--- config.mk ---
export PLATFORM = sky130hd
export DESIGN_NAME = fbpa_apb_regs
export DESIGN_NICKNAME = d
export VERILOG_FILES = /design/src/rtl/fbpa_apb_regs.sv
export SDC_FILE = /design/constraint.sdc
export NUM_CORES = 1
export LEC_CHECK = 0
export BUFFER_PORTS_ARGS = -buffer_cell sky130_fd_sc_hd__buf_4
export CAP_MARGIN = 40
export CELL_PAD_IN_SITES_DETAIL_PLACEMENT = 1
export CELL_PAD_IN_SITES_GLOBAL_PLACEMENT = 2
export CORE_UTILIZATION = 32
export DETAILED_ROUTE_END_ITERATION = 10
export PLACE_DENSITY_LB_ADDON = 0.1
export SLEW_MARGIN = 20
export SYNTH_ARGS = -nofsm -noshare
export SYNTH_HDL_FRONTEND = slang
export SYNTH_SLANG_ARGS = --single-unit
--- constraint.sdc ---
create_clock -name clk_i -period 2.8 [get_ports clk_i]
set_clock_uncertainty 0.1 [all_clocks]
set_input_delay 0.56 -clock clk_i [delete_from_list [all_inputs] [get_ports clk_i]]
set_output_delay 0.56 -clock clk_i [all_outputs]
set_load 0.005 [all_outputs]
--- src/rtl/fbpa_apb_regs.sv ---
// APB register file: heap_base at 0x0, heap_end at 0x4.
// Depends on nothing; pready is tied high.
`timescale 1ns / 1ps
`default_nettype none

module fbpa_apb_regs (
  input  wire logic        clk_i,
  input  wire logic        rst_ni,
  input  wire logic        psel,
  input  wire logic        penable,
  input  wire logic        pwrite,
  input  wire logic [2:0]  paddr,
  input  wire logic [31:0] pwdata,
  output logic      [31:0] prdata,
  output logic             pready,
  output logic      [31:0] heap_base_o,
  output logic      [31:0] heap_end_o
);

  localparam logic REG_HEAP_BASE = 1'b0;
  localparam logic REG_HEAP_END  = 1'b1;

  logic [31:0] heap_base_q;
  logic [31:0] heap_end_q;
  logic        wr_en;

  assign pready = 1'b1;
  assign wr_en  = psel & penable & pwrite & pready;

  always_ff @(posedge clk_i or negedge rst_ni) begin
    if (!rst_ni) begin
      heap_base_q <= '0;
      heap_end_q  <= '0;
    end else if (wr_en) begin
      case (paddr[2])
        REG_HEAP_BASE: heap_base_q <= pwdata;
        REG_HEAP_END:  heap_end_q  <= pwdata;
        default:       heap_base_q <= heap_base_q;
      endcase
    end
  end

  always_comb begin
    case (paddr[2])
      REG_HEAP_BASE: prdata = heap_base_q;
      REG_HEAP_END:  prdata = heap_end_q;
      default:       prdata = '0;
    endcase
  end

  assign heap_base_o = heap_base_q;
  assign heap_end_o  = heap_end_q;

endmodule

`default_nettype wire

==> out/summary.json <==
{
  "cts_tree": "done",
  "tns_ps": 0,
  "tritoncts_num_sinks": 64,
  "start_util": 0.332,
  "finalSetupViolations": 0,
  "path_depth": 3,
  "crit_path_end_kind": "output port",
  "setup.worst_path.class": "input pin to output port",
  "synth.distinct_cells": 10,
  "synth-edff-count": 0,
  "antenna_left": 0,
  "layoutNonFillerInstCount": 424,
  "pin_count_of_the_biggest_net_entering_global_routing": 51,
  "antenna_found_initial": 0,
  "avgSynthCellArea_um2": 16.7,
  "fp.dieArea_um2": 9480,
  "worstHoldPathType": "input pin to flop",
  "reg2reg_slack_ps": 1870,
  "synthCells": 174,
  "chipWidth_um": 97.4,
  "maxSlewViolCount": 0,
  "cts_max_path_buffers": 2,
  "wp_data_arrival_ps": 1510,
  "timing.fmax_ghz": 0.461,
  "worst_ir_drop_vdd_mv": 0.271,
  "max_stage_delay_ps": 400,
  "layout.nets": 351,
  "synth_common_cells": "sky130_fd_sc_hd__dfrtp_1, sky130_fd_sc_hd__mux2_2, sky130_fd_sc_hd__mux2_4",
  "place_hpwl_um": 4850,
  "cp_cell_sequence": "buf_4 -> mux2_2 -> buf_4",
  "post-route-drc-count": 0,
  "row_cnt": 34,
  "yosys.area.top_type": "sky130_fd_sc_hd__dfrtp_1",
  "run_status": "completed",
  "cp_top_family": "buffers and inverters",
  "synth_nets": 214,
  "tritoncts.num_buffers": 9,
  "grt_first_pass_wirelength_um": 11400,
  "viasPerCell": 4.64,
  "final_hold_viol_count": 0,
  "finalCriticalPeriod_ps": 2170,
  "number_of_antenna_repair_diodes": 0,
  "hold_path_depth": 2,
  "asyncSetResetFlopFracSynth": 1.00,
  "path_common_cell": "sky130_fd_sc_hd__buf_4",
  "yosys_warnings": 0,
  "avgRoutedWirePerCell_um": 16.5,
  "worst_path_max_fanout": 34,
  "critPathBufInv": 2,
  "grt_remaining_overflow": 0,
  "placedCellCount": 407,
  "p_leak_nw": 2.12,
  "yosys_most_used_dff": "sky130_fd_sc_hd__dfrtp_1",
  "finalWirelength_um": 7020,
  "power.total_mw": 2.98,
  "critPathLaunchType": "input pin",
  "rsz_0062_raised_after_global_routing": "false",
  "groute.usage.overall": 0.153,
  "place.port_buffers": 133,
  "clk-insertion-delay-late_ps": 330,
  "first_global_vias": 2105,
  "relative_area_change_from_synthesis_to_final_layout_pct": 44.5,
  "dpl_worst_slack_ps": 535,
  "synth_top_cell_area_share": 0.550,
  "ctsHtreeMaxLevel": 3,
  "worst-r2r-cell-count": 1,
  "layout_setup_ws_ps": 629,
  "first_drt_iteration_drcs": 15,
  "die_height_um": 97.4,
  "final_min_period_over_clock_period": 0.775,
  "post_dp_cell_area_um2": 4020,
  "floorplan.core_area_um2": 8760,
  "final_util": 0.480,
  "power.density_cell_area_nw_per_um2": 709,
  "routabilityCongestion": 0.678,
  "drtPass1Iterations": 2,
  "clk_pin_slew_ps": 80,
  "final.hold.worst_slack_ps": 354,
  "synthesized_area_um2": 2910,
  "cts-root-buf": "sky130_fd_sc_hd__clkbuf_8",
  "cpMaxStageDelayCell": "sky130_fd_sc_hd__buf_4",
  "synth_top_cells_by_area": "sky130_fd_sc_hd__dfrtp_1, sky130_fd_sc_hd__mux2_2, sky130_fd_sc_hd__mux2_4",
  "synth_seq_area_share": 0.550,
  "dr_total_vias": 1967,
  "drive_above_1_share": 0.785,
  "crit_required_ps": 2140,
  "fill_cells": 920,
  "final_cell_area_um2": 4210,
  "cap_viol_max_count": 0,
  "synth_register_bits": 64,
  "io-pin-count": 137
}
## routing by layer
| layer | wire, µm | track usage |
|---|---|---|
| met4 | 76 | 0.0475 |
| met5 | 0 | 0 |
| met3 | 524 | 0.0468 |
| met1 | 3140 | 0.208 |
| met2 | 3280 | 0.233 |
## logic make-up after synthesis
| kind of cell | synth area share |
|---|---|
| muxes | 0.410 |
| DFF | 0.550 |
| buffers and inverters | 0.0262 |
| and+or+nand+nor | 0.0125 |
| other | 0.00129 |
## timing repair
item | in CTS | in global routing
buffers inserted | 0 | 0
hold buffers | 1 | 0
endpoints found under the hold margin | 14 | 0
gates resized for setup | 0 | 0
## placed cells by master (no fill, tap or decap), types with 2 or more instances in the layout
master,count
sky130_fd_sc_hd__mux2_2,64
sky130_fd_sc_hd__mux2_1,2
sky130_fd_sc_hd__clkinv_2,2
sky130_fd_sc_hd__buf_4,134
sky130_fd_sc_hd__dfrtp_1,64
sky130_fd_sc_hd__clkbuf_8,9
sky130_fd_sc_hd__mux2_4,30
sky130_fd_sc_hd__clkinvlp_4,4
## sequential cells by signal (all words and copies together) (netlist names)
| name | flops |
|---|---|
| heap_end_o | 32 |
| heap_base_o | 32 |
## final cells by class
| type | instances | area [µm²] | share of cell area |
|---|---|---|---|
| clock buffers | 9 | 124 | 0.0294 |
| clock inverters | 7 | 48.8 | 0.0116 |
| multi-input cells | 99 | 1230 | 0.293 |
| flip-flops and latches | 64 | 1600 | 0.381 |
| well taps | 108 | 135 | 0.0321 |
| repair buffers | 137 | 1060 | 0.253 |
## where the power goes
part / total (mW) / switching (mW) / internal (mW)
Clock: 0.694 / 0.375 / 0.319
Sequential: 1.30 / 0.169 / 1.13
Combinational: 0.990 / 0.291 / 0.699
Total: 2.98 / 0.835 / 2.15
## path summary, 6_finish.rpt
check / startpoint / endpoint
worst min-delay path: pwdata[5] / heap_end_o[5]$_DFFE_PN0P_
max in group asynchronous: rst_ni / heap_end_o[25]$_DFFE_PN0P_
worst min register to register: heap_end_o[1]$_DFFE_PN0P_ / heap_end_o[1]$_DFFE_PN0P_
min in group asynchronous: rst_ni / heap_base_o[5]$_DFFE_PN0P_
worst max-delay path: paddr[2] / prdata[31]
worst max register to register: heap_end_o[5]$_DFFE_PN0P_ / heap_end_o[5]$_DFFE_PN0P_
(Power assumes the default switching activity.)
