===== config.mk =====
export PLATFORM = sky130hd
export DESIGN_NAME = fbpa_ram
export DESIGN_NICKNAME = d
export VERILOG_FILES = /design/src/rtl/fbpa_ram.sv
export SDC_FILE = /design/constraint.sdc
export NUM_CORES = 1
export LEC_CHECK = 0
export BUFFER_PORTS_ARGS = -buffer_cell sky130_fd_sc_hd__buf_4
export CAP_MARGIN = 10
export CELL_PAD_IN_SITES_DETAIL_PLACEMENT = 0
export CELL_PAD_IN_SITES_GLOBAL_PLACEMENT = 1
export CORE_ASPECT_RATIO = 2
export CORE_MARGIN = 8
export CORE_UTILIZATION = 55
export DETAILED_ROUTE_END_ITERATION = 12
export PLACE_DENSITY = 0.78
export SYNTH_ARGS = -nofsm -noshare
export SYNTH_HDL_FRONTEND = slang
export SYNTH_SLANG_ARGS = --single-unit

===== constraint.sdc =====
create_clock -name clk_i -period 4.7 [get_ports clk_i]
set_clock_uncertainty 0.2 [all_clocks]
set_input_delay 0.47 -clock clk_i [delete_from_list [all_inputs] [get_ports clk_i]]
set_output_delay 0.47 -clock clk_i [all_outputs]
set_load 0.05 [all_outputs]

===== src/rtl/fbpa_ram.sv =====
// Generic single write port, single read port RAM with registered read.
// No dependencies.
`timescale 1ns / 1ps
`default_nettype none

module fbpa_ram #(
  parameter int WIDTH = 8,
  parameter int DEPTH = 64,
  localparam int AW   = (DEPTH > 1) ? $clog2(DEPTH) : 1
) (
  input  wire logic             clk_i,
  input  wire logic             we_i,
  input  wire logic [AW-1:0]    waddr_i,
  input  wire logic [WIDTH-1:0] wdata_i,
  input  wire logic             re_i,
  input  wire logic [AW-1:0]    raddr_i,
  output logic      [WIDTH-1:0] rdata_o
);

  logic [WIDTH-1:0] mem_q [DEPTH];
  logic [WIDTH-1:0] rdata_q;

  always_ff @(posedge clk_i) begin
    if (we_i) begin
      mem_q[waddr_i] <= wdata_i;
    end
    if (re_i) begin
      rdata_q <= mem_q[raddr_i];
    end
  end

  assign rdata_o = rdata_q;

endmodule

`default_nettype wire


==> summary.txt, run 1 <==
Clock H-tree levels = 2
Share of Yosys cell area claimed by the top area cell type = 77.12%
# clock sinks = 520
Critical path data required time = 4770 ps
Placement row count = 99
Filler cell count = 2,552
Slew HR = 26.69%
CP Launch Type = input port
Setup TNS = 0 ps
Grt total ovfl = 0
Main flop type after synthesis = edfxtp_1
Cts hold-fix bufs = 0
Largest net degree at the start of global routing = 67
Slew Viols, Final = 0
Synthesized cell area = 20,250 um^2
Max Cap Violations = 0
First-pass GRT wire length = 64,960 um
Busiest grt layer = met2
Synth area leaders = edfxtp_1, mux4_2, nor2_1, mux2i_1, mux2_2
Synth Instances = 940
Yosys warns = 0
Status = complete, no violations
Synth Area per Inst = 21.54 um^2
Critical path buffers and inverters = 2
Post-route antenna net violation count = 0
Flop pwr share = 57.1%
Fin util = 60.92%
Root buffer cell = clkbuf_16
Lkg Pwr = 6.826 nW
Slowest stage cell, crit path = a221oi_1
Worst hold-check slack = 53.41 ps
# setup viols final = 0
NumNets Final = 1,000
Post-CTS Resized = 0
Post-synth EDFFs = 520
Delay-heaviest family, CP = buffers and inverters
Crit Path Max Fanout = 50
Grt met2 use = 38.03%
DRC Markers = 0
Num ports = 31
Yosys top cell by area = edfxtp_1
Fin. Hold Viols = 0
Starting Density = 55.60%
Core area = 36,420 um^2
Port bufs = 30
VDD IR-drop max = 0.3254 mV
Sw Pwr = 1.847 mW
Total number of vias = 9,358
Sw Share = 20.48%
Worst-path cell chain = buf_4 > buf_4 > mux4_2 > mux2_2 > a221oi_1 > o2bb2ai_1
Avg Vias per Cell = 6.388
Clk pwr share = 37.5%
Tmin final = 3112 ps
Min-delay worst type = input port to register
Async SR Flop Fraction = 0%
Largest stage delay, worst path = 660 ps
Share of cells above drive strength 1 = 24.18%
Fin crit share = 66.21%
Clk buf depth = 3
GPL Wtd Cong = 0.8038
Clock Pin Slew Worst Setup and Hold Paths = 70 ps
Combinational share of power = 5.4%
Routed WL = 44,000 um
Dpl ws = 988.1 ps
Setup slack after layout = 1588 ps
Num CTS Buffers = 42
Die ar. = 43,580 um^2
Worst Path Arrival = 3190 ps
CP most frequent cell = buf_4
Post-synthesis register bit count = 520
GRT met1 Usage = 23.65%
Number of global-route vias before repair = 9,920
Total power = 9.016 mW
Height of the chip = 287.3 um
Met3 Use GR = 2.318%
Wire per inst = 30.03 um
Crit Path Class = input port to register
Dpl hpwl = 28,350 um
Post-synthesis cell type count = 39
Int Pwr = 7.170 mW
GRT Util Overall = 21.03%
Chip width = 151.7 um
CTS tree = built
DRT iter0 DRCs = 902
Power Dens Cells = 406.4 nW/um^2
RSZ-0062 raised after global routing = no
Area delta synth->final = 9.572%
TritonRoute pass-1 iters = 5
Worst-Skew Late Latency = 550 ps
Seq/Total Area, Yosys = 77.12%
Syn nets = 963
Postcts setup bufs = 0
Worst slew pin tran = 1096 ps
Initial antenna violation count = 2
Endpoint class of the critical path = register
FMAX = 0.3213 GHz
worst register-to-register path, stage by stage (launching register included):
cell and delay, ps:
edfxtp_1 370, mux4_2 470, mux2_2 300, a221oi_1 670, o2bb2ai_1 170
power groups by stage:
stage | clock, mW | sequential [mW] | combinational (mW)
final | 3.38 | 5.15 | 0.488
after global placement | 0 | 5.25 | 0.485
after detailed placement | 0 | 5.25 | 0.493
after CTS | 3.43 | 5.15 | 0.494
after floorplan | 0 | 5.27 | 0.274
after global routing | 3.58 | 5.15 | 0.515
cells in the final DEF, fill, tap and decap left out, drive strengths merged:
| cell | instances |
|---|---|
| clkinvlp | 4 |
| a2111oi | 2 |
| o21a | 2 |
| mux2 | 13 |
| o32ai | 2 |
| o2bb2ai | 3 |
| a22oi | 3 |
| a21oi | 3 |
| o221a | 2 |
| or3 | 1 |
| o221ai | 8 |
| nor3 | 7 |
| o41ai | 2 |
| diode | 2 |
| o21ai | 4 |
| nor4 | 2 |
| o2111ai | 3 |
| nor2 | 83 |
| nor2b | 14 |
| and2 | 1 |
| mux4 | 126 |
| mux2i | 23 |
| a211oi | 4 |
| nand3b | 3 |
| nand4 | 2 |
| nand2 | 19 |
| clkbuf | 51 |
| o311ai | 1 |
| nand2b | 7 |
| a221oi | 6 |
| clkinv | 20 |
| buf | 43 |
| o22ai | 8 |
| bufinv | 2 |
| a31oi | 1 |
| edfxtp | 520 |
| nand3 | 13 |
| nand4b | 1 |
through the flow:
step,instances,instance area [um^2]
global route,1465,22190
global placement,1387,20860
CTS,1463,22180
floorplan,940,20250
detailed placement,1387,20860
finish,1465,22190
per-layer routing:
layer | wire, um | share of wire (%)
met3 | 1985 | 4.5
met2 | 24560 | 56
met1 | 15320 | 35
met4 | 2125 | 4.8
met5 | 0 | 0
layout make-up:
| cell class | instances | area, um^2 | area share [%] |
|---|---|---|---|
| diodes | 2 | 5.005 | 0.02256 |
| clock buffers | 50 | 1145 | 5.160 |
| clock inverters | 26 | 175.2 | 0.7896 |
| multi-input cells | 369 | 4315 | 19.45 |
| flip-flops and latches | 520 | 15620 | 70.39 |
| well taps | 454 | 568.0 | 2.560 |
| repair buffers | 44 | 361.6 | 1.630 |
cells in the mapped netlist, drive strengths merged, types with 3 or more instances:
master	number
buf	34
o22ai	8
nand2b	7
o21ai	4
nand3b	3
mux2i	23
mux2	13
nor2	83
clkbuf	17
a22oi	3
mux4	126
nand3	13
o2bb2ai	3
edfxtp	520
o2111ai	3
nand2	19
a211oi	4
nor2b	14
nor3	7
o221ai	8
a21oi	3
a221oi	6
registers in the layout (all words and copies together) (netlist names):
name / cells
mem_q: 512
rdata_o: 8
cell families after synthesis:
group | count (synthesis) | synth area share [%]
AOI/OAI and AO/OA | 54 | 2.064
DFF | 520 | 77.12
muxes | 162 | 15.88
and+or+nand+nor | 153 | 3.374
buffers and inverters | 51 | 1.563
worst paths after layout:
| check | start | endpoint | slack, ps | depth (start not counted) |
|---|---|---|---|---|
| setup / recovery | raddr_i[1] | rdata_o[2] | 1590 | 6 |
| hold / removal | re_i | rdata_o[0] | 50 | 1 |
| setup reg to reg | mem_q[45][1] | rdata_o[1] | 2230 | 4 |
| hold reg to reg | mem_q[31][4] | rdata_o[4] | 800 | 3 |
Power figures use the tool's default switching activity.
==> run 2: changes to the inputs <==
clock period = 2.9 ns   (was 4.7 ns; I/O delays follow)
==> run 2 against run 1 <==
Sequential cell count unchanged. Cell area up 3.8%. Clock-buffer cell count shrank 1. Critical path depth decreased by 1. Sequential power is 62% higher. Critical endpoint is now rdata_o[3]. Largest power group unchanged.
==> summary.txt, run 2 (same netlist as run 1, synthesis figures left out) <==
Status = complete, no violations
Tmin final = 2585 ps
# clock sinks = 520
Dpl ws = -81.83 ps
Fin crit share = 89.14%
Grt met2 use = 40.41%
Slew HR = 37.60%
Cts hold-fix bufs = 2
Postcts setup bufs = 0
Wire per inst = 29.77 um
Min-delay worst type = input port to register
Die ar. = 43,580 um^2
Crit Path Class = register to register
Lkg Pwr = 7.357 nW
GPL Wtd Cong = 0.8573
N_diodes = 0
Largest net degree at the start of global routing = 65
Num CTS Buffers = 42
Share of cells above drive strength 1 = 30.59%
Setup TNS = 0 ps
Fin util = 63.21%
Top reg by flops = mem_q
Worst Path Arrival = 2680 ps
Placement row count = 99
TritonRoute pass-1 iters = 5
Post-route antenna net violation count = 0
Met3 Use GR = 2.775%
Busiest grt layer = met2
NumNets Final = 1,086
Crit Path Max Fanout = 1
Clock H-tree levels = 2
Starting Density = 55.60%
Setup slack after layout = 315.0 ps
Core area = 36,420 um^2
Commonest non-fill, non-tap cells in the layout = edfxtp_1, mux4_2, buf_4, nor2_1, clkbuf_16
Endpoint class of the critical path = register
Height of the chip = 287.3 um
Initial antenna violation count = 0
Chip width = 151.7 um
Commonest non-fill, non-tap cell in the layout = edfxtp_1
GRT Util Overall = 22.08%
# setup viols final = 0
VDD IR-drop max = 0.5286 mV
Slew Viols, Final = 0
Final non-filler cell total = 1,549
Root buffer cell = clkbuf_16
Worst-Skew Late Latency = 550 ps
Worst R2R Path Depth = 5
Worst hold-check slack = 102.9 ps
Power Dens Cells = 657.1 nW/um^2
CTS tree = built
Clock Pin Slew Worst Setup and Hold Paths = 70 ps
Max reg flops = 512
Port bufs = 30
Area delta synth->final = 13.69%
CP Launch Type = register
Number of global-route vias before repair = 10.36k
GRT met1 Usage = 24.62%
Grt total ovfl = 0
Critical path data required time = 3000 ps
Max Cap Violations = 0
DRT iter0 DRCs = 817
Routed WL = 46,110 um
Filler cell count = 2,495
FMAX = 0.3869 GHz
Total number of vias = 9,769
Avg Vias per Cell = 6.307
Post-CTS Resized = 0
Num ports = 31
First-pass GRT wire length = 68,440 um
Clk buf depth = 3
Hold Crit Depth = 1
Worst slew pin tran = 912.4 ps
Placed cells = 1,471
Fin. Hold Viols = 0
RSZ-0062 raised after global routing = no
DRC Markers = 0
Dpl hpwl = 30,270 um
run 2: cell types whose count changed in the layout (fill, tap and decap cells not counted), moves of 3 or more:
cell and change:
buf_12 +6, clkinv_1 -8, buf_4 +78, bufinv_16 +5, inv_6 +3
run 2: critical path: stages (launching register included):
cell and delay [ps]:
edfxtp_1 360, mux4_2 470, nor2b_1 160, a2111oi_0 820, buf_4 270, o41ai_1 70
run 2: final timing paths:
path / end / startpoint / slack (ps)
worst max-delay path: rdata_o[3] / mem_q[3][3] / 320
worst min-delay path: mem_q[54][0] / wdata_i[0] / 100
worst max register to register: rdata_o[3] / mem_q[3][3] / 320
worst min register to register: rdata_o[4] / mem_q[30][4] / 740
run 2: area by class of cell:
type / instances / area, um^2 / area share (%)
flip-flops and latches: 520 / 15620 / 67.84
multi-input cells: 369 / 4315 / 18.75
clock buffers: 49 / 1099 / 4.773
repair buffers: 130 / 1087 / 4.724
well taps: 454 / 568.0 / 2.468
clock inverters: 27 / 334.1 / 1.451
run 2: report_power, final:
group	total (mW)	internal, mW	switching (mW)
Clock	5.94	3.37	2.57
Sequential	8.35	8.33	0.0198
Combinational	0.841	0.327	0.514
run 2: routing by layer:
layer	vias up	routed length, um
li1	4163	-
met1	5120	15430
met2	388	26140
met3	98	2407
met4	0	2132
met5	-	0
run 2: stage by stage:
step / instance area [um^2] / total power, mW
floorplan: 20250 / 8.986
global placement: 21570 / 9.350
detailed placement: 21570 / 9.366
CTS: 23020 / 15.22
global route: 23020 / 15.50
finish: 23020 / 15.12
==> run 3: changes to the inputs <==
BUFFER_PORTS_ARGS = -buffer_cell sky130_fd_sc_hd__buf_2   (was -buffer_cell sky130_fd_sc_hd__buf_4)
HOLD_SLACK_MARGIN = 0.12   (was default)
==> run 3 against run 2 <==
Global-route usage shrank 0.15 points. Clock-buffer cell count unchanged. Fmax increased by 8.7%. Sequential cell count did not move. Final cell count up 1.7%. Combinational power increased by 2.4%. First-iteration DRC count grew 17%. Wire length grew 0.24%. Sequential power is essentially flat. Register-to-register slack better by 210 ps. Critical path type unchanged. Largest power group unchanged.
==> summary.txt, run 3 (same netlist as run 1, synthesis figures left out) <==
Status = complete, no violations
TritonRoute pass-1 iters = 5
Initial antenna violation count = 4
Num ports = 31
Die ar. = 43,580 um^2
GPL Wtd Cong = 0.8565
RSZ-0062 raised after global routing = no
Num CTS Buffers = 42
Dpl hpwl = 31,530 um
Crit Path Max Fanout = 1
Fin crit share = 81.98%
Endpoint class of the critical path = register
Tmin final = 2377 ps
Worst Path Arrival = 2470 ps
Height of the chip = 287.3 um
Wire per inst = 29.33 um
FMAX = 0.4206 GHz
Largest net degree at the start of global routing = 50
NumNets Final = 1,108
VDD IR-drop max = 0.6266 mV
Power Dens Cells = 659.1 nW/um^2
Worst slew pin tran = 806.9 ps
Area delta synth->final = 14.55%
First-pass GRT wire length = 68,130 um
Worst-Skew Late Latency = 560 ps
Top reg by flops = mem_q
Fin util = 63.68%
Placement row count = 99
Share of cells above drive strength 1 = 31.10%
Clk buf depth = 3
Int Pwr = 12.20 mW
Critical path data required time = 2990 ps
DRC Markers = 0
Clock Pin Slew Worst Setup and Hold Paths = 70 ps
Max reg flops = 512
Total number of vias = 9,788
Max Cap Violations = 0
Setup TNS = 0 ps
Slew HR = 46.21%
Commonest non-fill, non-tap cells in the layout = edfxtp_1, mux4_2, buf_4, nor2_1, clkbuf_16
Post-route antenna net violation count = 0
Clock H-tree levels = 2
Fin. Hold Viols = 0
Worst-path cell chain = mux4_2 > mux2_2 > o221a_2 > nor3_1 > o32ai_1
Avg Vias per Cell = 6.211
CTS tree = built
Sw Share = 20.22%
Starting Density = 55.60%
# setup viols final = 0
Clk pwr share = 39.8%
Lkg Pwr = 7.468 nW
Slew Viols, Final = 0
Routed WL = 46,220 um
Number of global-route vias before repair = 10.32k
Root buffer cell = clkbuf_16
Slowest stage cell, crit path = mux4_2
Combinational share of power = 5.6%
Crit Path Class = register to register
Grt total ovfl = 0
# clock sinks = 520
Largest stage delay, worst path = 480 ps
Min-delay worst type = input port to register
DRT iter0 DRCs = 959
Commonest non-fill, non-tap cell in the layout = edfxtp_1
Flop pwr share = 54.6%
Worst hold-check slack = 134.8 ps
Chip width = 151.7 um
Sw Pwr = 3.091 mW
CP Launch Type = register
Port bufs = 30
GRT Util Overall = 21.94%
Postcts setup bufs = 0
Core area = 36,420 um^2
[run 3: changes by cell type in the layout (fill, tap and decap cells not counted), sizes merged]
cell / delta
buf: +17
inv: -3
bufinv: +1
dlygate4sd3: +5
clkinvlp: -2
diode: +3
clkinv: +6
[run 3: layer usage]
layer	track usage, %	wire, um
met1	25.05	15880
met2	40.06	26090
met3	2.522	2310
met4	9.677	1940
met5	0	0
[run 3: power by group through the flow]
| stage | clock [mW] | combinational, mW | sequential [mW] |
|---|---|---|---|
| after floorplan | 0 | 0.444 | 8.54 |
| after global placement | 0 | 0.845 | 8.51 |
| after detailed placement | 0 | 0.861 | 8.51 |
| after CTS | 6.15 | 0.872 | 8.35 |
| after global routing | 6.37 | 0.911 | 8.35 |
| final | 6.08 | 0.861 | 8.35 |
[run 3: worst paths after layout]
path                     start      endpoint  slack, ps  cells after the start
setup / recovery  mem_q[21][4]    rdata_o[4]        520                      5
hold / removal      wdata_i[0]  mem_q[60][0]        130                      1
setup reg to reg  mem_q[21][4]    rdata_o[4]        520                      5
hold reg to reg   mem_q[23][1]    rdata_o[1]        760                      4
[run 3: critical path: cells and delay by family (launching register included)]
kind               cells  cell delay, ps
AOI/OAI and AO/OA      2             440
DFF                    1             370
muxes                  2             790
and+or+nand+nor        1             330
[run 3: stage by stage]
stage                     cells  cell area [um^2]  power, mW  worst slack, ps
after global placement     1488             21640      9.355            91.76
after CTS                  1573             23180      15.37            536.5
after global routing       1575             23190      15.63            514.0
after floorplan             940             20250      8.986            603.7
after detailed placement   1488             21640      9.374            82.19
final                      1576             23190      15.29            522.5
[run 3: what timing repair did]
item | in CTS | in global routing
resized for setup | 0 | 0
hold buffers | 7 | 0
hold endpoints to repair | 73 | 0
[run 3: layout make-up]
cell class / count / area [um^2]
clock inverter: 29 / 335.3
timing repair buffer: 152 / 1210
fill: 2487 / 13230
tap: 454 / 568.0
clock buffer: 49 / 1141
antenna: 3 / 7.507
multi-input combinational: 369 / 4315
sequential: 520 / 15620
