### config.mk
export PLATFORM = sky130hd
export DESIGN_NAME = fbpa_pool_state
export DESIGN_NICKNAME = d
export VERILOG_FILES = /design/src/rtl/fbpa_pkg.sv /design/src/rtl/fbpa_pool_state.sv
export SDC_FILE = /design/constraint.sdc
export NUM_CORES = 2
export LEC_CHECK = 0
export BUFFER_PORTS_ARGS = -buffer_cell sky130_fd_sc_hd__buf_2
export CAP_MARGIN = 25
export CORE_UTILIZATION = 40
export CTS_BUF_LIST = sky130_fd_sc_hd__clkbuf_4
export DETAILED_ROUTE_END_ITERATION = 12
export HOLD_SLACK_MARGIN = 0.06
export PLACE_DENSITY = 0.67
export SETUP_SLACK_MARGIN = 0.3
export SKIP_LAST_GASP = 1
export SLEW_MARGIN = 20
export SYNTH_ARGS = -nofsm -noshare
export SYNTH_HDL_FRONTEND = slang
export SYNTH_SLANG_ARGS = --single-unit
export TNS_END_PERCENT = 30
### constraint.sdc
create_clock -name clk_i -period 44.3 [get_ports clk_i]
set_input_delay 2.215 -clock clk_i [delete_from_list [all_inputs] [get_ports clk_i]]
set_output_delay 2.215 -clock clk_i [all_outputs]
set_load 0.02 [all_outputs]
### src/rtl/fbpa_pkg.sv
// Fixed block pool allocator: shared types, pool shape table and helpers.
// No dependencies; imported by the pool and result stages, the top level and the checker.
`timescale 1ns / 1ps
`default_nettype none

package fbpa_pkg;

  localparam int TABLE_LEN = 7;
  localparam int BYTES_W   = 9;
  localparam int SHIFT_W   = 4;
  localparam int DIV_W     = 16;

  localparam logic [BYTES_W-1:0] SHAPE_BYTES [TABLE_LEN] =
    '{9'd8, 9'd16, 9'd32, 9'd48, 9'd64, 9'd128, 9'd256};
  localparam int SHAPE_BLOCKS [TABLE_LEN] = '{40, 20, 20, 20, 20, 10, 5};
  localparam logic [SHIFT_W-1:0] SHAPE_SHIFT [TABLE_LEN] =
    '{4'd3, 4'd4, 4'd5, 4'd4, 4'd6, 4'd7, 4'd8};
  localparam logic SHAPE_BY3 [TABLE_LEN] =
    '{1'b0, 1'b0, 1'b0, 1'b1, 1'b0, 1'b0, 1'b0};

  typedef enum logic [1:0] {
    REQ_INIT  = 2'd0,
    REQ_ALLOC = 2'd1,
    REQ_FREE  = 2'd2
  } req_type_e;

  typedef enum logic [1:0] {
    ST_OK         = 2'd0,
    ST_NO_MEM     = 2'd1,
    ST_BELOW_HEAP = 2'd2,
    ST_REJECTED   = 2'd3
  } status_e;

  // control word handed from the pool stage to the result stage
  typedef struct packed {
    logic    valid;
    status_e status;
    logic    alloc_ok;
    logic    use_ram;
  } fbpa_stage_t;

  function automatic int shape_sel(input int p);
    return (p < TABLE_LEN) ? p : TABLE_LEN - 1;
  endfunction

  function automatic logic [BYTES_W-1:0] pool_bytes(input int p);
    return SHAPE_BYTES[shape_sel(p)];
  endfunction

  function automatic logic [SHIFT_W-1:0] pool_shift(input int p);
    return SHAPE_SHIFT[shape_sel(p)];
  endfunction

  function automatic logic pool_by3(input int p);
    return SHAPE_BY3[shape_sel(p)];
  endfunction

  function automatic int pool_blocks(input int p, input int max_blocks);
    int n;
    n = (p < TABLE_LEN) ? SHAPE_BLOCKS[p] : 0;
    return (n > max_blocks) ? max_blocks : n;
  endfunction

  // x / (2^shift * (by3 ? 3 : 1)), exact for any 16-bit x
  function automatic logic [DIV_W-1:0] div_by_shape(input logic [DIV_W-1:0] x,
                                                    input logic [SHIFT_W-1:0] shift,
                                                    input logic by3);
    logic [DIV_W-1:0]   y;
    logic [2*DIV_W-1:0] prod;
    y    = x >> shift;
    prod = {{DIV_W{1'b0}}, y} * 32'd43691;
    return by3 ? {1'b0, prod[2*DIV_W-1:17]} : y;
  endfunction

endpackage

`default_nettype wire

### src/rtl/fbpa_pool_state.sv
// Pool stage: input register, pool bookkeeping, layout sequencer, stack port.
// Depends on fbpa_pkg; drives the stack RAM and the result stage.
`timescale 1ns / 1ps
`default_nettype none

module fbpa_pool_state import fbpa_pkg::*; #(
  parameter int POOL_COUNT = 7,
  parameter int MAX_BLOCKS = 64,
  parameter int ADDR_BITS  = 32,
  localparam int IW  = (MAX_BLOCKS > 1) ? $clog2(MAX_BLOCKS) : 1,
  localparam int RAW = (POOL_COUNT * MAX_BLOCKS > 1) ? $clog2(POOL_COUNT * MAX_BLOCKS) : 1
) (
  input  wire logic                 clk_i,
  input  wire logic                 rst_ni,
  input  wire logic                 in_valid_i,
  output logic                      in_ready_o,
  input  wire logic [1:0]           req_type_i,
  input  wire logic [15:0]          req_size_i,
  input  wire logic [ADDR_BITS-1:0] req_addr_i,
  input  wire logic [ADDR_BITS-1:0] heap_base_i,
  input  wire logic [ADDR_BITS-1:0] heap_end_i,
  input  wire logic                 s2_ready_i,
  output fbpa_stage_t               stage_o,
  output logic      [2:0]           pool_o,
  output logic      [6:0]           cnt_o,
  output logic      [ADDR_BITS-1:0] start_o,
  output logic      [BYTES_W-1:0]   bytes_o,
  output logic      [IW-1:0]        idx_o,
  output logic                      ram_we_o,
  output logic      [RAW-1:0]       ram_waddr_o,
  output logic      [IW-1:0]        ram_wdata_o,
  output logic                      ram_re_o,
  output logic      [RAW-1:0]       ram_raddr_o
);

  localparam int AW   = ADDR_BITS;
  localparam int PIW  = (POOL_COUNT > 1) ? $clog2(POOL_COUNT) : 1;
  localparam int CW   = $clog2(MAX_BLOCKS + 1);
  localparam int SPW  = CW + BYTES_W;
  localparam int CMPW = (AW > SPW) ? AW : SPW;

  // per-pool shape constants
  logic [BYTES_W-1:0] bytes_c [POOL_COUNT];
  logic [SHIFT_W-1:0] shift_c [POOL_COUNT];
  logic               by3_c   [POOL_COUNT];
  logic [CW-1:0]      nblk_c  [POOL_COUNT];
  logic [SPW-1:0]     full_c  [POOL_COUNT];

  for (genvar g = 0; g < POOL_COUNT; g++) begin : g_shape
    assign bytes_c[g] = pool_bytes(g);
    assign shift_c[g] = pool_shift(g);
    assign by3_c[g]   = pool_by3(g);
    assign nblk_c[g]  = CW'(pool_blocks(g, MAX_BLOCKS));
    assign full_c[g]  = SPW'(pool_blocks(g, MAX_BLOCKS)) * SPW'(pool_bytes(g));
  end

  // pool state; low_q is the lowest stack fill since the last layout, so
  // stack entries below it still hold their own index
  logic [AW-1:0]  start_q [POOL_COUNT];
  logic [CW-1:0]  laid_q  [POOL_COUNT];
  logic [CW-1:0]  fc_q    [POOL_COUNT];
  logic [CW-1:0]  low_q   [POOL_COUNT];
  logic [SPW-1:0] span_q  [POOL_COUNT];

  logic           s1_valid_q;
  logic [1:0]     s1_type_q;
  logic [15:0]    s1_size_q;
  logic [AW-1:0]  s1_addr_q;

  logic [PIW-1:0] init_p_q;
  logic [AW-1:0]  ptr_q;

  logic           is_init;
  logic           init_last;
  logic           init_step;
  logic           s1_fire;

  logic [AW-1:0]  cur_ptr;
  logic [AW-1:0]  rem;
  logic           rem_ok;
  logic [CW-1:0]  laid_new;
  logic [SPW-1:0] span_new;

  logic           alloc_hit;
  logic [PIW-1:0] alloc_p;
  logic           free_hit;
  logic [PIW-1:0] free_p;

  logic [CW-1:0]  top;
  logic           top_lt_low;
  logic [AW-1:0]  off;
  logic           off_ok;
  logic           free_ok;
  logic           alloc_ok;
  logic [IW-1:0]  free_idx;

  assign is_init   = (s1_type_q == REQ_INIT);
  assign init_last = (init_p_q == PIW'(POOL_COUNT - 1));
  assign init_step = s1_valid_q & is_init & (~init_last | s2_ready_i);
  assign s1_fire   = s1_valid_q & s2_ready_i & (~is_init | init_last);
  assign in_ready_o = ~s1_valid_q | s1_fire;

  // layout of one pool per cycle; the last pool waits until the result stage is ready
  always_comb begin
    cur_ptr = (init_p_q == '0) ? heap_base_i : ptr_q;
    rem_ok  = heap_end_i > cur_ptr;
    rem     = heap_end_i - cur_ptr - 1'b1;
    if (!rem_ok) begin
      laid_new = '0;
    end else if (CMPW'(rem) >= CMPW'(full_c[init_p_q])) begin
      laid_new = nblk_c[init_p_q];
    end else begin
      laid_new = CW'(div_by_shape(rem[DIV_W-1:0], shift_c[init_p_q], by3_c[init_p_q]));
    end
    span_new = SPW'(laid_new) * SPW'(bytes_c[init_p_q]);
  end

  always_comb begin
    alloc_hit = 1'b0;
    alloc_p   = '0;
    for (int p = POOL_COUNT - 1; p >= 0; p--) begin
      if ((16'(bytes_c[p]) >= s1_size_q) && (fc_q[p] != '0)) begin
        alloc_hit = 1'b1;
        alloc_p   = PIW'(p);
      end
    end
  end

  always_comb begin
    free_hit = 1'b0;
    free_p   = '0;
    for (int p = 0; p < POOL_COUNT; p++) begin
      if (s1_addr_q >= start_q[p]) begin
        free_hit = 1'b1;
        free_p   = PIW'(p);
      end
    end
  end

  assign top        = fc_q[alloc_p] - 1'b1;
  assign top_lt_low = top < low_q[alloc_p];
  assign off        = s1_addr_q - start_q[free_p];
  assign off_ok     = CMPW'(off) < CMPW'(span_q[free_p]);
  assign free_idx   = IW'(div_by_shape(off[DIV_W-1:0], shift_c[free_p], by3_c[free_p]));
  assign free_ok    = (s1_type_q == REQ_FREE) & free_hit & off_ok &
                      (fc_q[free_p] < laid_q[free_p]);
  assign alloc_ok   = (s1_type_q == REQ_ALLOC) & alloc_hit;

  always_comb begin
    stage_o.valid    = s1_fire;
    stage_o.status   = ST_OK;
    stage_o.alloc_ok = 1'b0;
    stage_o.use_ram  = 1'b0;
    pool_o           = '0;
    cnt_o            = '0;
    start_o          = start_q[alloc_p];
    bytes_o          = bytes_c[alloc_p];
    idx_o            = top[IW-1:0];
    case (s1_type_q)
      REQ_ALLOC: begin
        if (alloc_hit) begin
          stage_o.alloc_ok = 1'b1;
          stage_o.use_ram  = ~top_lt_low;
          pool_o           = 3'(alloc_p);
          cnt_o            = 7'(top);
        end else begin
          stage_o.status = ST_NO_MEM;
        end
      end
      REQ_FREE: begin
        if (!free_hit) begin
          stage_o.status = ST_BELOW_HEAP;
        end else begin
          pool_o = 3'(free_p);
          if (free_ok) begin
            cnt_o = 7'(fc_q[free_p] + 1'b1);
          end else begin
            stage_o.status = ST_REJECTED;
            cnt_o          = 7'(fc_q[free_p]);
          end
        end
      end
      default: begin
        stage_o.status = ST_OK;
      end
    endcase
  end

  assign ram_re_o    = s1_fire & alloc_ok & ~top_lt_low;
  assign ram_raddr_o = RAW'(alloc_p) * RAW'(MAX_BLOCKS) + RAW'(top[IW-1:0]);
  assign ram_we_o    = s1_fire & free_ok;
  assign ram_waddr_o = RAW'(free_p) * RAW'(MAX_BLOCKS) + RAW'(fc_q[free_p][IW-1:0]);
  assign ram_wdata_o = free_idx;

  always_ff @(posedge clk_i or negedge rst_ni) begin
    if (!rst_ni) begin
      s1_valid_q <= 1'b0;
      init_p_q   <= '0;
      for (int p = 0; p < POOL_COUNT; p++) begin
        start_q[p] <= '0;
        laid_q[p]  <= '0;
        fc_q[p]    <= '0;
        low_q[p]   <= '0;
        span_q[p]  <= '0;
      end
    end else begin
      if (in_ready_o) begin
        s1_valid_q <= in_valid_i;
      end
      if (init_step) begin
        start_q[init_p_q] <= cur_ptr;
        laid_q[init_p_q]  <= laid_new;
        fc_q[init_p_q]    <= laid_new;
        low_q[init_p_q]   <= laid_new;
        span_q[init_p_q]  <= span_new;
        init_p_q          <= init_last ? '0 : init_p_q + 1'b1;
      end
      if (s1_fire && alloc_ok) begin
        fc_q[alloc_p] <= top;
        if (top_lt_low) begin
          low_q[alloc_p] <= top;
        end
      end
      if (s1_fire && free_ok) begin
        fc_q[free_p] <= fc_q[free_p] + 1'b1;
      end
    end
  end

  always_ff @(posedge clk_i) begin
    if (in_valid_i && in_ready_o) begin
      s1_type_q <= req_type_i;
      s1_size_q <= req_size_i;
      s1_addr_q <= req_addr_i;
    end
    if (init_step) begin
      ptr_q <= cur_ptr + AW'(span_new);
    end
  end

endmodule

`default_nettype wire

==> impl_results.md <==
* Seq cells post-synth at 548
* EDFF count, synth at 82
* DR vias/cell at 6.06
* Routed vias at 47.2k
* Layout Nets at 6864
* Die Width at 352 µm
* Synth cell count leaders: nand2_1, inv_1, ha_1
* Setup Viol. Count Final at 0
* CP max stage delay at 0.88 ns
* Synth Cell Area at 0.0489 mm²
* WHS Path Cells at 2
* Hold Buf Count CTS at 0
* Synth top area share at 0.239
* Postcts setup bufs at 0
* Total iterations of the first detailed-routing run at 8
* Core area at 0.121 mm²
* Hold endpoint: laid_q[46]
* Cell row count at 127
* Most common cell in the synthesized netlist: nand2_1
* Worst rel slew slack at 0.175
* Share of layout cells above drive strength 1 at 0.114
* CTS Root Cell: clkbuf_4
* Die span in y at 352 µm
* Register area share after synthesis at 0.289
* Synth Area in Adders at 0.205
* Cell family with most CP delay: compound AO/OA/AOI/OAI gates
* R2r worst-path depth at 58
* Fraction of registers with async set/reset at 0.850
* Max Cap Viol at 0
* Min cycle time layout at 17.93 ns
* Mean Syn Cell Area at 8.35 µm²
* Synthesis warning total at 0
* Dominant synthesized flop cell: dfrtp_1
* Slew Viols, Final at 0
* Largest net degree at the start of global routing at 100
* RR Endpoint: ptr_q[30]
* Initial core utilization at 0.405
* Port Buf Inserts at 203
* # resized after CTS at 0
* DR iter-0 viols at 5263
* Max Freq at 55.8 MHz
* WL per Instance at 25.5 µm
* Critical Path RT at 42.08 ns
* Vias in the first global route at 46.0k
* Worst Path Max Fanout at 14
* Area post-placement at 0.0519 mm²
* Clock Latency Late Sink at 1.14 ns
* H-tree depth at 4
* Netlist cell types at 114
* Post-DRT Antenna Nets at 0
* Post-route cell area at 0.0539 mm²
* Critical Path Slowest Stage Cell: nor3_1
* HPWL Detailed at 147000 µm
* Die area at 0.124 mm²
* CTS Buf Count at 155
* Largest family of logic cells by synthesized area: compound AO/OA/AOI/OAI gates
* Tot GR Track Use at 0.320
* CTS tree: yes
* Initial antenna violation count at 9
* Final Hold Viols at 0
* Final TNS setup at 0 ns
* RSZ-0062 raised after global routing: no
* Residual DRC at 0
* Compound-cell area share of the yosys netlist at 0.222
* Synth Area in XOR/XNOR at 0.0219
* Worst hold path type: flip-flop to flip-flop
* FF-to-FF Start: init_p_q[2]
* Layout area overhead at 10.3%
* Setup ws final at 26.37 ns
* Final wirelength at 199000 µm
* Routability congestion estimate at 0.986
* Setup Skew at 0.103 ns
* Clock slew at reported path FFs at 0.06 ns
* Hold_sp: laid_q[46]
* CP bufs+invs at 8
* Final core occ at 0.447
* Worst Path Arrival at 15.72 ns
* Synth top area cells: dfrtp_1, ha_1, nand2_1
* GRT overflow at 0
* Reg2Reg Setup Slack at 26.92 ns
* Startpoint types: flip-flop
* Simple-gate share of the synthesized area at 0.162
* Post-Synthesis Cells at 5853
* TritonCTS Sinks at 548
* Result of the run: finished clean
* Pre-CTS setup slack at 26.37 ns
* First-pass GRT wire length at 295000 µm
* Slew @ Worst Pin at 1.23 ns
* Mux contribution to synthesized area at 0.0286
* CP Depth at 51
* CP endpoint kind: output pin
* Synth area leader: dfrtp_1
* Most frequent cell on the critical path: inv_1
* Clock Tree Buf Depth at 3
* IO Count at 207
* Setup CP Type: flip-flop to output pin
* Fin crit share at 0.405
==> per-layer routing <==
metal  part of all wire  routed length (µm)  GRT usage
met5            0.00032                  63          0
met4              0.052               10400      0.159
met3               0.10               20400     0.0761
met2               0.44               86800      0.491
met1               0.41               81100      0.419
==> layout make-up <==
cell class | count | area (µm²)
diodes | 9 | 22.5
clock buffers | 224 | 1680
clock inverters | 49 | 307
fillers | 12100 | 66700
inverters | 600 | 2260
multi-input cells | 4415 | 31500
flip-flops and latches | 548 | 14100
well taps | 1612 | 2020
repair buffers | 329 | 1990
==> cell usage in the layout, fill, tap and decap left out, types with 45 or more instances in the layout <==
cell type and n:
a211oi_1 45, a21o_1 151, a21oi_1 426, a221oi_1 46, a22oi_1 53, a31oi_1 50, and2_1 48, buf_2 202
buf_4 123, clkbuf_4 225, dfrtp_1 465, edfxtp_1 82, fa_1 162, ha_1 535, inv_1 593, mux2i_1 107
nand2_1 873, nand3_1 126, nand4_1 57, nor2_1 311, nor3_1 70, o211ai_1 100, o21ai_0 406, o22ai_1 95
xnor2_1 71, xor2_1 47
==> worst reg2reg max path, delay by kind of cell, from the launching register on <==
family / cells / cell delay [ns]
adder cells (fa/ha/maj): 14 / 5.55
buffers and inverters: 9 / 0.94
AO/OA/AOI/OAI: 25 / 6.65
AND/OR/NAND/NOR: 5 / 1.65
XOR/XNOR: 4 / 1.29
multiplexers: 1 / 0.58
flip-flops: 1 / 0.39
==> worst max-delay path by stage <==
stage / from / endpoint / slack (ns)
floorplan: init_p_q[0] / ptr_q[24] / 28.58
global placement: heap_base_i[2] / ptr_q[30] / 26.82
detailed placement: heap_base_i[2] / ptr_q[31] / 26.37
CTS: s1_addr_q[20] / ram_wdata_o[4] / 26.61
global route: s1_addr_q[20] / ram_wdata_o[4] / 25.86
finish: s1_addr_q[20] / ram_wdata_o[4] / 26.37
==> sequential cells by signal, summed over array words and instances, names as in the netlist <==
name	cells
span_q	91
init_p_q	3
laid_q	49
start_q	224
s1_addr_q	32
fc_q	49
low_q	49
s1_type_q	2
ptr_q	32
s1_valid_q	1
s1_size_q	16
==> cell families (layout without fill, tap and decap cells) <==
family,after synthesis,in the layout
adder cells (fa/ha/maj),704,704
multiplexers,133,133
buffers and inverters,909,1202
XOR/XNOR,120,120
AO/OA/AOI/OAI,1683,1683
AND/OR/NAND/NOR,1754,1754
other,2,30
flip-flops,548,548
==> stage by stage <==
step                std cells  hold WS [ns]
floorplan                5872         0.440
global placement         7501         0.458
detailed placement       7502         0.463
CTS                      7775         0.478
global route             7778         0.483
finish                   7786         0.478
Power is left out: the tool's default activity adds up to more than one toggle a clock period on the data nets, which glitch-free logic cannot reach.
