[src/rtl/fbpa_pkg.sv]
// Fixed block pool allocator: shared types, pool shape table and helpers.
// No dependencies; imported by the pool and result stages, the top level and the checker.
`timescale 1ns / 1ps
`default_nettype none

package fbpa_pkg;

  localparam int TABLE_LEN = 7;
  localparam int BYTES_W   = 9;
  localparam int SHIFT_W   = 4;
  localparam int DIV_W     = 16;

  localparam logic [BYTES_W-1:0] SHAPE_BYTES [TABLE_LEN] =
    '{9'd8, 9'd16, 9'd32, 9'd48, 9'd64, 9'd128, 9'd256};
  localparam int SHAPE_BLOCKS [TABLE_LEN] = '{40, 20, 20, 20, 20, 10, 5};
  localparam logic [SHIFT_W-1:0] SHAPE_SHIFT [TABLE_LEN] =
    '{4'd3, 4'd4, 4'd5, 4'd4, 4'd6, 4'd7, 4'd8};
  localparam logic SHAPE_BY3 [TABLE_LEN] =
    '{1'b0, 1'b0, 1'b0, 1'b1, 1'b0, 1'b0, 1'b0};

  typedef enum logic [1:0] {
    REQ_INIT  = 2'd0,
    REQ_ALLOC = 2'd1,
    REQ_FREE  = 2'd2
  } req_type_e;

  typedef enum logic [1:0] {
    ST_OK         = 2'd0,
    ST_NO_MEM     = 2'd1,
    ST_BELOW_HEAP = 2'd2,
    ST_REJECTED   = 2'd3
  } status_e;

  // control word handed from the pool stage to the result stage
  typedef struct packed {
    logic    valid;
    status_e status;
    logic    alloc_ok;
    logic    use_ram;
  } fbpa_stage_t;

  function automatic int shape_sel(input int p);
    return (p < TABLE_LEN) ? p : TABLE_LEN - 1;
  endfunction

  function automatic logic [BYTES_W-1:0] pool_bytes(input int p);
    return SHAPE_BYTES[shape_sel(p)];
  endfunction

  function automatic logic [SHIFT_W-1:0] pool_shift(input int p);
    return SHAPE_SHIFT[shape_sel(p)];
  endfunction

  function automatic logic pool_by3(input int p);
    return SHAPE_BY3[shape_sel(p)];
  endfunction

  function automatic int pool_blocks(input int p, input int max_blocks);
    int n;
    n = (p < TABLE_LEN) ? SHAPE_BLOCKS[p] : 0;
    return (n > max_blocks) ? max_blocks : n;
  endfunction

  // x / (2^shift * (by3 ? 3 : 1)), exact for any 16-bit x
  function automatic logic [DIV_W-1:0] div_by_shape(input logic [DIV_W-1:0] x,
                                                    input logic [SHIFT_W-1:0] shift,
                                                    input logic by3);
    logic [DIV_W-1:0]   y;
    logic [2*DIV_W-1:0] prod;
    y    = x >> shift;
    prod = {{DIV_W{1'b0}}, y} * 32'd43691;
    return by3 ? {1'b0, prod[2*DIV_W-1:17]} : y;
  endfunction

endpackage

`default_nettype wire

[src/rtl/fbpa_result.sv]
// Result stage: block address from pool start and stack index, output register.
// Depends on fbpa_pkg; fed by fbpa_pool_state and the stack RAM read port.
`timescale 1ns / 1ps
`default_nettype none

module fbpa_result import fbpa_pkg::*; #(
  parameter int ADDR_BITS = 32,
  parameter int IDX_BITS  = 6
) (
  input  wire logic                 clk_i,
  input  wire logic                 rst_ni,
  input  wire fbpa_stage_t          stage_i,
  input  wire logic [2:0]           pool_i,
  input  wire logic [6:0]           cnt_i,
  input  wire logic [ADDR_BITS-1:0] start_i,
  input  wire logic [BYTES_W-1:0]   bytes_i,
  input  wire logic [IDX_BITS-1:0]  idx_i,
  input  wire logic [IDX_BITS-1:0]  ram_data_i,
  output logic                      s2_ready_o,
  output logic                      out_valid_o,
  input  wire logic                 out_ready_i,
  output logic      [1:0]           status_o,
  output logic      [31:0]          alloc_addr_o,
  output logic      [2:0]           pool_o,
  output logic      [6:0]           cnt_o
);

  localparam int AW = ADDR_BITS;
  localparam int PW = IDX_BITS + BYTES_W;

  fbpa_stage_t          s2_q;
  logic [2:0]           s2_pool_q;
  logic [6:0]           s2_cnt_q;
  logic [AW-1:0]        s2_start_q;
  logic [BYTES_W-1:0]   s2_bytes_q;
  logic [IDX_BITS-1:0]  s2_idx_q;

  logic                 out_valid_q;
  logic [1:0]           out_status_q;
  logic [31:0]          out_addr_q;
  logic [2:0]           out_pool_q;
  logic [6:0]           out_cnt_q;

  logic                 out_en;
  logic [IDX_BITS-1:0]  idx_sel;
  logic [PW-1:0]        offset;
  logic [AW-1:0]        addr_sum;
  logic [63:0]          addr_wide;

  assign out_en     = ~out_valid_q | out_ready_i;
  assign s2_ready_o = ~s2_q.valid | out_en;

  assign idx_sel   = s2_q.use_ram ? ram_data_i : s2_idx_q;
  assign offset    = PW'(idx_sel) * PW'(s2_bytes_q);
  assign addr_sum  = s2_start_q + AW'(offset);
  assign addr_wide = 64'(addr_sum);

  always_ff @(posedge clk_i or negedge rst_ni) begin
    if (!rst_ni) begin
      s2_q        <= '0;
      out_valid_q <= 1'b0;
    end else begin
      if (s2_ready_o) begin
        s2_q <= stage_i;
      end
      if (out_en) begin
        out_valid_q <= s2_q.valid;
      end
    end
  end

  always_ff @(posedge clk_i) begin
    if (s2_ready_o && stage_i.valid) begin
      s2_pool_q  <= pool_i;
      s2_cnt_q   <= cnt_i;
      s2_start_q <= start_i;
      s2_bytes_q <= bytes_i;
      s2_idx_q   <= idx_i;
    end
    if (out_en && s2_q.valid) begin
      out_status_q <= s2_q.status;
      out_addr_q   <= s2_q.alloc_ok ? addr_wide[31:0] : 32'd0;
      out_pool_q   <= s2_pool_q;
      out_cnt_q    <= s2_cnt_q;
    end
  end

  assign out_valid_o  = out_valid_q;
  assign status_o     = out_status_q;
  assign alloc_addr_o = out_addr_q;
  assign pool_o       = out_pool_q;
  assign cnt_o        = out_cnt_q;

endmodule

`default_nettype wire

[config.mk]
export PLATFORM = sky130hd
export DESIGN_NAME = fbpa_result
export DESIGN_NICKNAME = d
export VERILOG_FILES = /design/src/rtl/fbpa_pkg.sv /design/src/rtl/fbpa_result.sv
export SDC_FILE = /design/constraint.sdc
export NUM_CORES = 1
export LEC_CHECK = 0
export BUFFER_PORTS_ARGS = -buffer_cell sky130_fd_sc_hd__buf_2
export CAP_MARGIN = 0
export CORE_MARGIN = 4
export CORE_UTILIZATION = 50
export CTS_CLUSTER_SIZE = 24
export DETAILED_ROUTE_END_ITERATION = 16
export PLACE_DENSITY = 0.73
export SYNTH_ARGS = -nofsm -noshare
export SYNTH_HDL_FRONTEND = slang
export SYNTH_SLANG_ARGS = --single-unit
[constraint.sdc]
create_clock -name clk_i -period 7.9 [get_ports clk_i]
set_input_delay 0.395 -clock clk_i [delete_from_list [all_inputs] [get_ports clk_i]]
set_output_delay 0.395 -clock clk_i [all_outputs]
set_load 0.05 [all_outputs]
==> results of run 1 <==
==> worst register-to-register path, stage by stage, from the launching register on <==
cell	delay, ns
dfrtp_1	0.51
mux2i_1	0.71
nor2b_1	0.16
fa_1	0.57
inv_1	0.05
fa_1	0.47
inv_1	0.05
fa_1	0.52
inv_1	0.05
fa_1	0.49
inv_1	0.04
ha_1	0.36
a21o_1	0.20
a221o_2	0.45
a21oi_2	0.20
nor2_1	0.11
a221oi_1	0.32
mux2i_1	0.23
==> final cells by class <==
type | instances | area (sq um)
Multi-Input combinational cell | 330 | 2798
Sequential cell | 107 | 3183
Tap cell | 168 | 210.2
Timing Repair Buffer | 119 | 605.6
Clock buffer | 9 | 225.2
Inverter | 62 | 232.7
Clock inverter | 7 | 90.09
Fill cell | 1010 | 4817
==> worst min path at each step <==
stage                         end       start
floorplan             out_valid_o      rst_ni
global placement          s2_q[2]      rst_ni
detailed placement        s2_q[2]      rst_ni
CTS                   s2_idx_q[5]    idx_i[5]
global route        s2_bytes_q[6]  bytes_i[6]
finish              s2_start_q[6]  start_i[6]
==> Yosys cell counts (2+ instances only) <==
| master | count | share of area |
|---|---|---|
| buf_4 | 2 | 0.0024 |
| nand2b_1 | 12 | 0.012 |
| o21bai_1 | 3 | 0.0036 |
| dfrtp_1 | 6 | 0.024 |
| ha_1 | 32 | 0.064 |
| clkbuf_1 | 5 | 0.0030 |
| or4_1 | 2 | 0.0024 |
| o21ai_0 | 8 | 0.0064 |
| a21boi_0 | 2 | 0.0024 |
| and3_1 | 6 | 0.0060 |
| nor4_1 | 2 | 0.0020 |
| a21o_1 | 4 | 0.0048 |
| nor2_1 | 25 | 0.015 |
| a31oi_1 | 2 | 0.0020 |
| nand3_1 | 11 | 0.0088 |
| nand4_1 | 6 | 0.0060 |
| o31ai_1 | 2 | 0.0024 |
| xor2_1 | 3 | 0.0042 |
| xnor2_1 | 9 | 0.013 |
| fa_1 | 41 | 0.13 |
| mux2i_1 | 13 | 0.021 |
| a21oi_1 | 20 | 0.016 |
| nor3_1 | 6 | 0.0048 |
| and3_2 | 3 | 0.0036 |
| buf_2 | 5 | 0.0040 |
| inv_1 | 61 | 0.037 |
| mux2_2 | 6 | 0.011 |
| and2_1 | 25 | 0.025 |
| a221oi_1 | 3 | 0.0042 |
| edfxtp_1 | 101 | 0.48 |
| nand2_1 | 42 | 0.025 |
| nor2b_1 | 27 | 0.027 |
==> power groups by stage <==
stage               clock network (mW)  registers [mW]  logic (mW)
finish                           0.473           0.743        1.20
CTS                              0.487           0.744        1.20
global route                     0.511           0.751        1.36
global placement                     0           0.754        1.20
detailed placement                   0           0.757        1.20
floorplan                            0           0.907       0.800
==> logic make-up after synthesis <==
| logic type | Yosys count | share of synthesized area |
|---|---|---|
| buffers and inverters | 74 | 0.04650 |
| AND/OR/NAND/NOR | 171 | 0.1435 |
| flip-flops | 107 | 0.5077 |
| multiplexers | 19 | 0.03153 |
| AO/OA/AOI/OAI | 55 | 0.05927 |
| adder cells (fa/ha/maj) | 73 | 0.1948 |
| XOR/XNOR | 12 | 0.01676 |
==> state kept, by name, indices dropped and copies added (netlist names) <==
register	count
alloc_addr_o	32
cnt_o	7
out_valid_o	1
pool_o	3
s2_bytes_q	9
s2_cnt_q	7
s2_idx_q	6
s2_pool_q	3
s2_q	5
s2_start_q	32
status_o	2
==> what timing repair did <==
| action | CTS | global route |
|---|---|---|
| setup endpoints to repair | 0 | 0 |
| endpoints found under the hold margin | 6 | 0 |
| resized for setup | 0 | 0 |
| hold buffers | 1 | 0 |
==> metal layers <==
metal,vias to the layer above,part of all wire
met5,-,0
met4,0,0.020
met3,17,0.051
met2,100,0.48
met1,1965,0.44
li1,1991,-
==> impl_metrics.yaml, run 1 <==
cells_and_area:
  drive_gt1_frac: 0.2382
  area_growth_pct: 17.14
  final_common_cell: "buf_2"
  final_area_sq_um: 7345
  final_net_count: 773
  layout_common_cells: "buf_2, edfxtp_1, inv_1"
  post-route-util: 0.6039
  insertedDiodeCount: 0
  fin_cells: 802
logic_synthesis:
  synth-edff-count: 101
  syn_area_sq_um: 6270
  synth_cell_types: 48
  synth_flop_cell: "edfxtp_1"
  syn_nets: 655
  seq_area_frac_synth: 0.5077
  yosysWarnings: 0
  ys_async_sr_fraction: 0.05607
  syn_avg_cell_area_sq_um: 12.27
  synth_cells: 511
  synth-seq-cells: 107
placement:
  dp_cells: 785
  dpl_worst_slack_ns: 2.240
  placed_area_sq_um: 7019
  hpwl_microns: 9656
  gp_congestion: 0.8275
  numPortBuffers: 116
timing:
  hold_viol: 0
  tightest_slew_ns: 1.020
  report.final.slew_viol_count: 0
  relSlewSlack: 0.3198
  post-route-period-util: 0.7132
  rsz0062_at_grt: "false"
  setup_violations: 0
  fin_crit_ns: 5.634
  finalHoldWorstSlack_ns: 0.2028
  clock_skew_ns: 0.009333
  fmax_mhz: 177.5
  setup_ws_ns: 2.266
  fin_setup_tns_ns: 0
clock_network:
  cts-root-buf: "clkbuf_16"
  htree_levels: 3
  cts_buffer_depth: 2
  clk_pin_slew_ns: 0.08
  post_cts_buffers: 0
  cts_tree: "built"
  clk_latency_ns: 0.36
  numCtsBuffers: 9
  cts.sinks: 107
setup_path:
  cp.depth: 17
  cp_top_family: "adder cells"
  critPathMaxStageDelay_ns: 0.71
  cp-end-kind: "register"
  path_cells: "mux2i_1, nor2b_1, fa_1, inv_1, fa_1, inv_1, fa_1, inv_1, fa_1, inv_1, ha_1, a21o_1, a221o_2, a21oi_2, nor2_1, a221oi_1, mux2i_1"
  timing.rr.start: "s2_q[0]"
  r2r_cells: 17
  r2r_end: "alloc_addr_o[27]"
  path_class: "register to register"
  crit_path_start: "s2_q[0]"
  cp_num_buf_inv: 4
  r2r_setup_slack_ns: 2.27
  start_kind: "register"
  cp.arrival_ns: 5.84
  critPathMaxFanout: 9
  cp.required_ns: 8.11
  cp-endpoint: "alloc_addr_o[27]"
  slowest_stage: "mux2i_1"
floorplanning:
  die_y_microns: 120.0
  io_pins: 117
  die_width_microns: 120.0
  dieArea_sq_um: 14400
  initial_utilization: 0.5155
  fp.coreArea_sq_um: 12160
  row_count: 40
route:
  routedWlPerCell_microns: 15.36
  drc_errors: 0
  antenna_left: 0
  drt_pre_antenna_iters: 6
  via_per_inst: 5.079
  drt_wl_total_microns: 12320
  drtIter0Drc: 206
  num_vias: 4073
grt:
  grt_max_degree: 45
  grt_pass1_vias: 4259
  antenna_found_initial: 0
  track_usage: 0.1884
  use_met1: 0.2518
  grt_pass1_wl_microns: 21300
  top_usage_layer: "met2"
  use_met2: 0.3035
  grt_overflow: 0
  met3_usage: 0.04241
power_and_ir_drop:
  p_int_mw: 1.403
  p_switching_mw: 1.009
  p_leak_nw: 3.211
  p_comb_frac: 0.496
  power_frac_seq: 0.308
  switching_share: 0.4185
  peakVddDrop_uv: 213.4
  totalPowerFinal_mw: 2.412
  cellPowerDensity_nw_per_um2: 328.4
  pwr-share-clk: 0.196
worst_hold_path:
  hold_depth: 1
  hold_class: "input pin to register"
outcome:
  outcome: "complete, no violations"
run:
  max-cap-violations: 0
Note: power is estimated with default switching activity, not from simulation.
==> inputs of run 2 (changes only) <==
--- a/config.mk
+++ b/config.mk
@@ -5,6 +5,7 @@
 export SDC_FILE = /design/constraint.sdc
 export NUM_CORES = 1
 export LEC_CHECK = 0
+export ABC_AREA = 1
 export BUFFER_PORTS_ARGS = -buffer_cell sky130_fd_sc_hd__buf_2
 export CAP_MARGIN = 0
 export CORE_MARGIN = 4
==> constraint.sdc (replaced) <==
create_clock -name clk_i -period 5.6 [get_ports clk_i]
set_input_delay 0.28 -clock clk_i [delete_from_list [all_inputs] [get_ports clk_i]]
set_output_delay 0.28 -clock clk_i [all_outputs]
set_load 0.05 [all_outputs]
==> impl_metrics.yaml, run 2 <==
outcome:
  outcome: "complete, no violations"
clock_network:
  cts.sinks: 107
  clk_pin_slew_ns: 0.08
  htree_levels: 3
  ctsHoldBuffers: 1
  post_cts_resized: 0
  cts_buffer_depth: 2
  cts-root-buf: "clkbuf_16"
  post_cts_buffers: 0
  numCtsBuffers: 9
  cts_tree: "built"
  clk_latency_ns: 0.35
route:
  antenna_left: 0
  drc_errors: 0
  drt_wl_total_microns: 13700
  via_per_inst: 4.906
  num_vias: 4867
  drtIter0Drc: 336
  drt_pre_antenna_iters: 5
  routedWlPerCell_microns: 13.81
floorplanning:
  initial_utilization: 0.5148
  die_width_microns: 122.4
  die_y_microns: 122.4
  row_count: 41
  io_pins: 117
  fp.coreArea_sq_um: 12720
  dieArea_sq_um: 14990
logic_synthesis:
  yosysWarnings: 0
  syn_area_sq_um: 6549
  synth_cells: 687
  synth-seq-cells: 107
  synth_top_cell_area_share: 0.4631
  synthTopCellsByCount: "nand2_1, inv_1, edfxtp_1, nor2_1, fa_1"
  syn_avg_cell_area_sq_um: 9.532
  synth_cell_types: 30
  yosysMostFrequentCell: "nand2_1"
  yosys.area.top_type: "edfxtp_1"
  synthTopCellsByArea: "edfxtp_1, fa_1, nand2_1"
  ys_async_sr_fraction: 0.05607
  synth-edff-count: 101
  syn_nets: 831
  synth_flop_cell: "edfxtp_1"
  seq_area_frac_synth: 0.4861
cells_and_area:
  area_growth_pct: 17.41
  fin_cells: 992
  drive_gt1_frac: 0.2000
  fill_cells: 1099
  layout_common_cells: "nand2_1, inv_1, buf_2"
  multi_input_area_sq_um: 2828
  register_area_sq_um: 3183
  insertedDiodeCount: 0
  final_net_count: 959
  final_common_cell: "nand2_1"
placement:
  hpwl_microns: 10730
  dp_cells: 975
  numPortBuffers: 116
  gp_congestion: 0.8866
setup_path:
  r2r_end: "alloc_addr_o[26]"
  timing.rr.start: "s2_q[0]"
  r2r_cells: 22
  path_class: "register to register"
  start_kind: "register"
  cp-endpoint: "alloc_addr_o[26]"
  cp-end-kind: "register"
  critPathMaxFanout: 7
  cp.required_ns: 5.71
  cp.arrival_ns: 5.28
  r2r_setup_slack_ns: 0.43
  crit_path_start: "s2_q[0]"
timing:
  fmax_mhz: 193.4
  post-route-period-util: 0.9233
  clock_skew_ns: 0.01085
  relSlewSlack: 0.2180
  fin_setup_tns_ns: 0
  rsz0062_at_grt: "false"
  hold_viol: 0
  report.final.slew_viol_count: 0
  fin_crit_ns: 5.171
  tightest_slew_ns: 1.171
  setup_violations: 0
power_and_ir_drop:
  peakVddDrop_uv: 315.8
  cellPowerDensity_nw_per_um2: 508.6
  p_leak_nw: 3.721
grt:
  track_usage: 0.1967
  grt_max_degree: 58
  grt_pass1_vias: 5133
  antenna_found_initial: 0
  grt_overflow: 0
  grt_pass1_wl_microns: 22880
worst_hold_path:
  hold_class: "input pin to register"
run:
  max-cap-violations: 0
[run 2: how the worst min path moves through the flow]
stage	startpoint	end	slack, ns	cells after the start
finish	pool_i[0]	s2_pool_q[0]	0.1	1
global route	start_i[25]	s2_start_q[25]	0.08	1
CTS	cnt_i[4]	s2_cnt_q[4]	0.08	1
detailed placement	rst_ni	s2_q[3]	0.12	1
global placement	rst_ni	s2_q[3]	0.12	1
floorplan	rst_ni	out_valid_o	-0.02	0
[run 2: metal layers]
layer | wire (microns) | part of all wire | global-route usage
met5 | 0 | 0 | 0
met4 | 323 | 0.024 | 0.08817
met3 | 914 | 0.067 | 0.03687
met2 | 6766 | 0.49 | 0.3363
met1 | 5691 | 0.42 | 0.2433
[run 2: per-stage QoR]
| step | utilization | total power, mW | instance area, sq um | setup WS [ns] | hold WS (ns) |
|---|---|---|---|---|---|
| 3_3_place_gp | 0.5784 | 3.171 | 7358 | 0.6081 | 0.1166 |
| 2_1_floorplan | - | 2.737 | 6549 | 1.022 | -0.01559 |
| 5_1_grt | 0.6043 | 4.265 | 7689 | 0.09408 | 0.07966 |
| 4_1_cts | 0.6043 | 3.917 | 7689 | 0.4544 | 0.08331 |
| 6_report | 0.6043 | 3.911 | 7689 | 0.4294 | 0.09852 |
| 3_5_place_dp | 0.5784 | 3.237 | 7358 | 0.4722 | 0.1184 |
[run 2: area by class of cell]
type                            instances  share of cell area
Sequential cell                       107              0.4140
Inverter                              139             0.06786
Multi-Input combinational cell        437              0.3678
Clock buffer                            9             0.02929
Tap cell                              172             0.02799
Clock inverter                          7             0.01237
Timing Repair Buffer                  121             0.08072
[run 2: report_power, final]
group	internal [mW]	leakage, nW	total, mW	switching (mW)
Combinational	0.656	2.52	2.17	1.51
Clock	0.360	0.150	0.665	0.305
Sequential	1.03	1.05	1.08	0.0464
Total	2.05	3.72	3.91	1.86
[run 2: cell families after synthesis]
| logic type | count (synthesis) | synth area share |
|---|---|---|
| flops | 107 | 0.4861 |
| compound gates | 50 | 0.03878 |
| simple gates | 309 | 0.1968 |
| buf+inv | 143 | 0.08387 |
| mux | 5 | 0.008024 |
| fa+ha+maj | 73 | 0.1865 |
[run 2: critical path, stage by stage, from the launching register on]
cell     delay [ns]
dfrtp_1        0.49
inv_1          0.12
or2_2          0.28
o21ai_1        0.27
inv_1          0.17
nand2_1        0.12
fa_1           0.44
fa_1           0.54
inv_1          0.06
fa_1           0.53
inv_1          0.05
fa_1           0.49
inv_1          0.04
ha_1           0.34
nand2_1        0.11
inv_1          0.07
nand3_1        0.08
nand2_1        0.17
nand2_1        0.08
nand2_1        0.17
nand2_1        0.11
a21oi_1        0.14
nor2_1         0.07
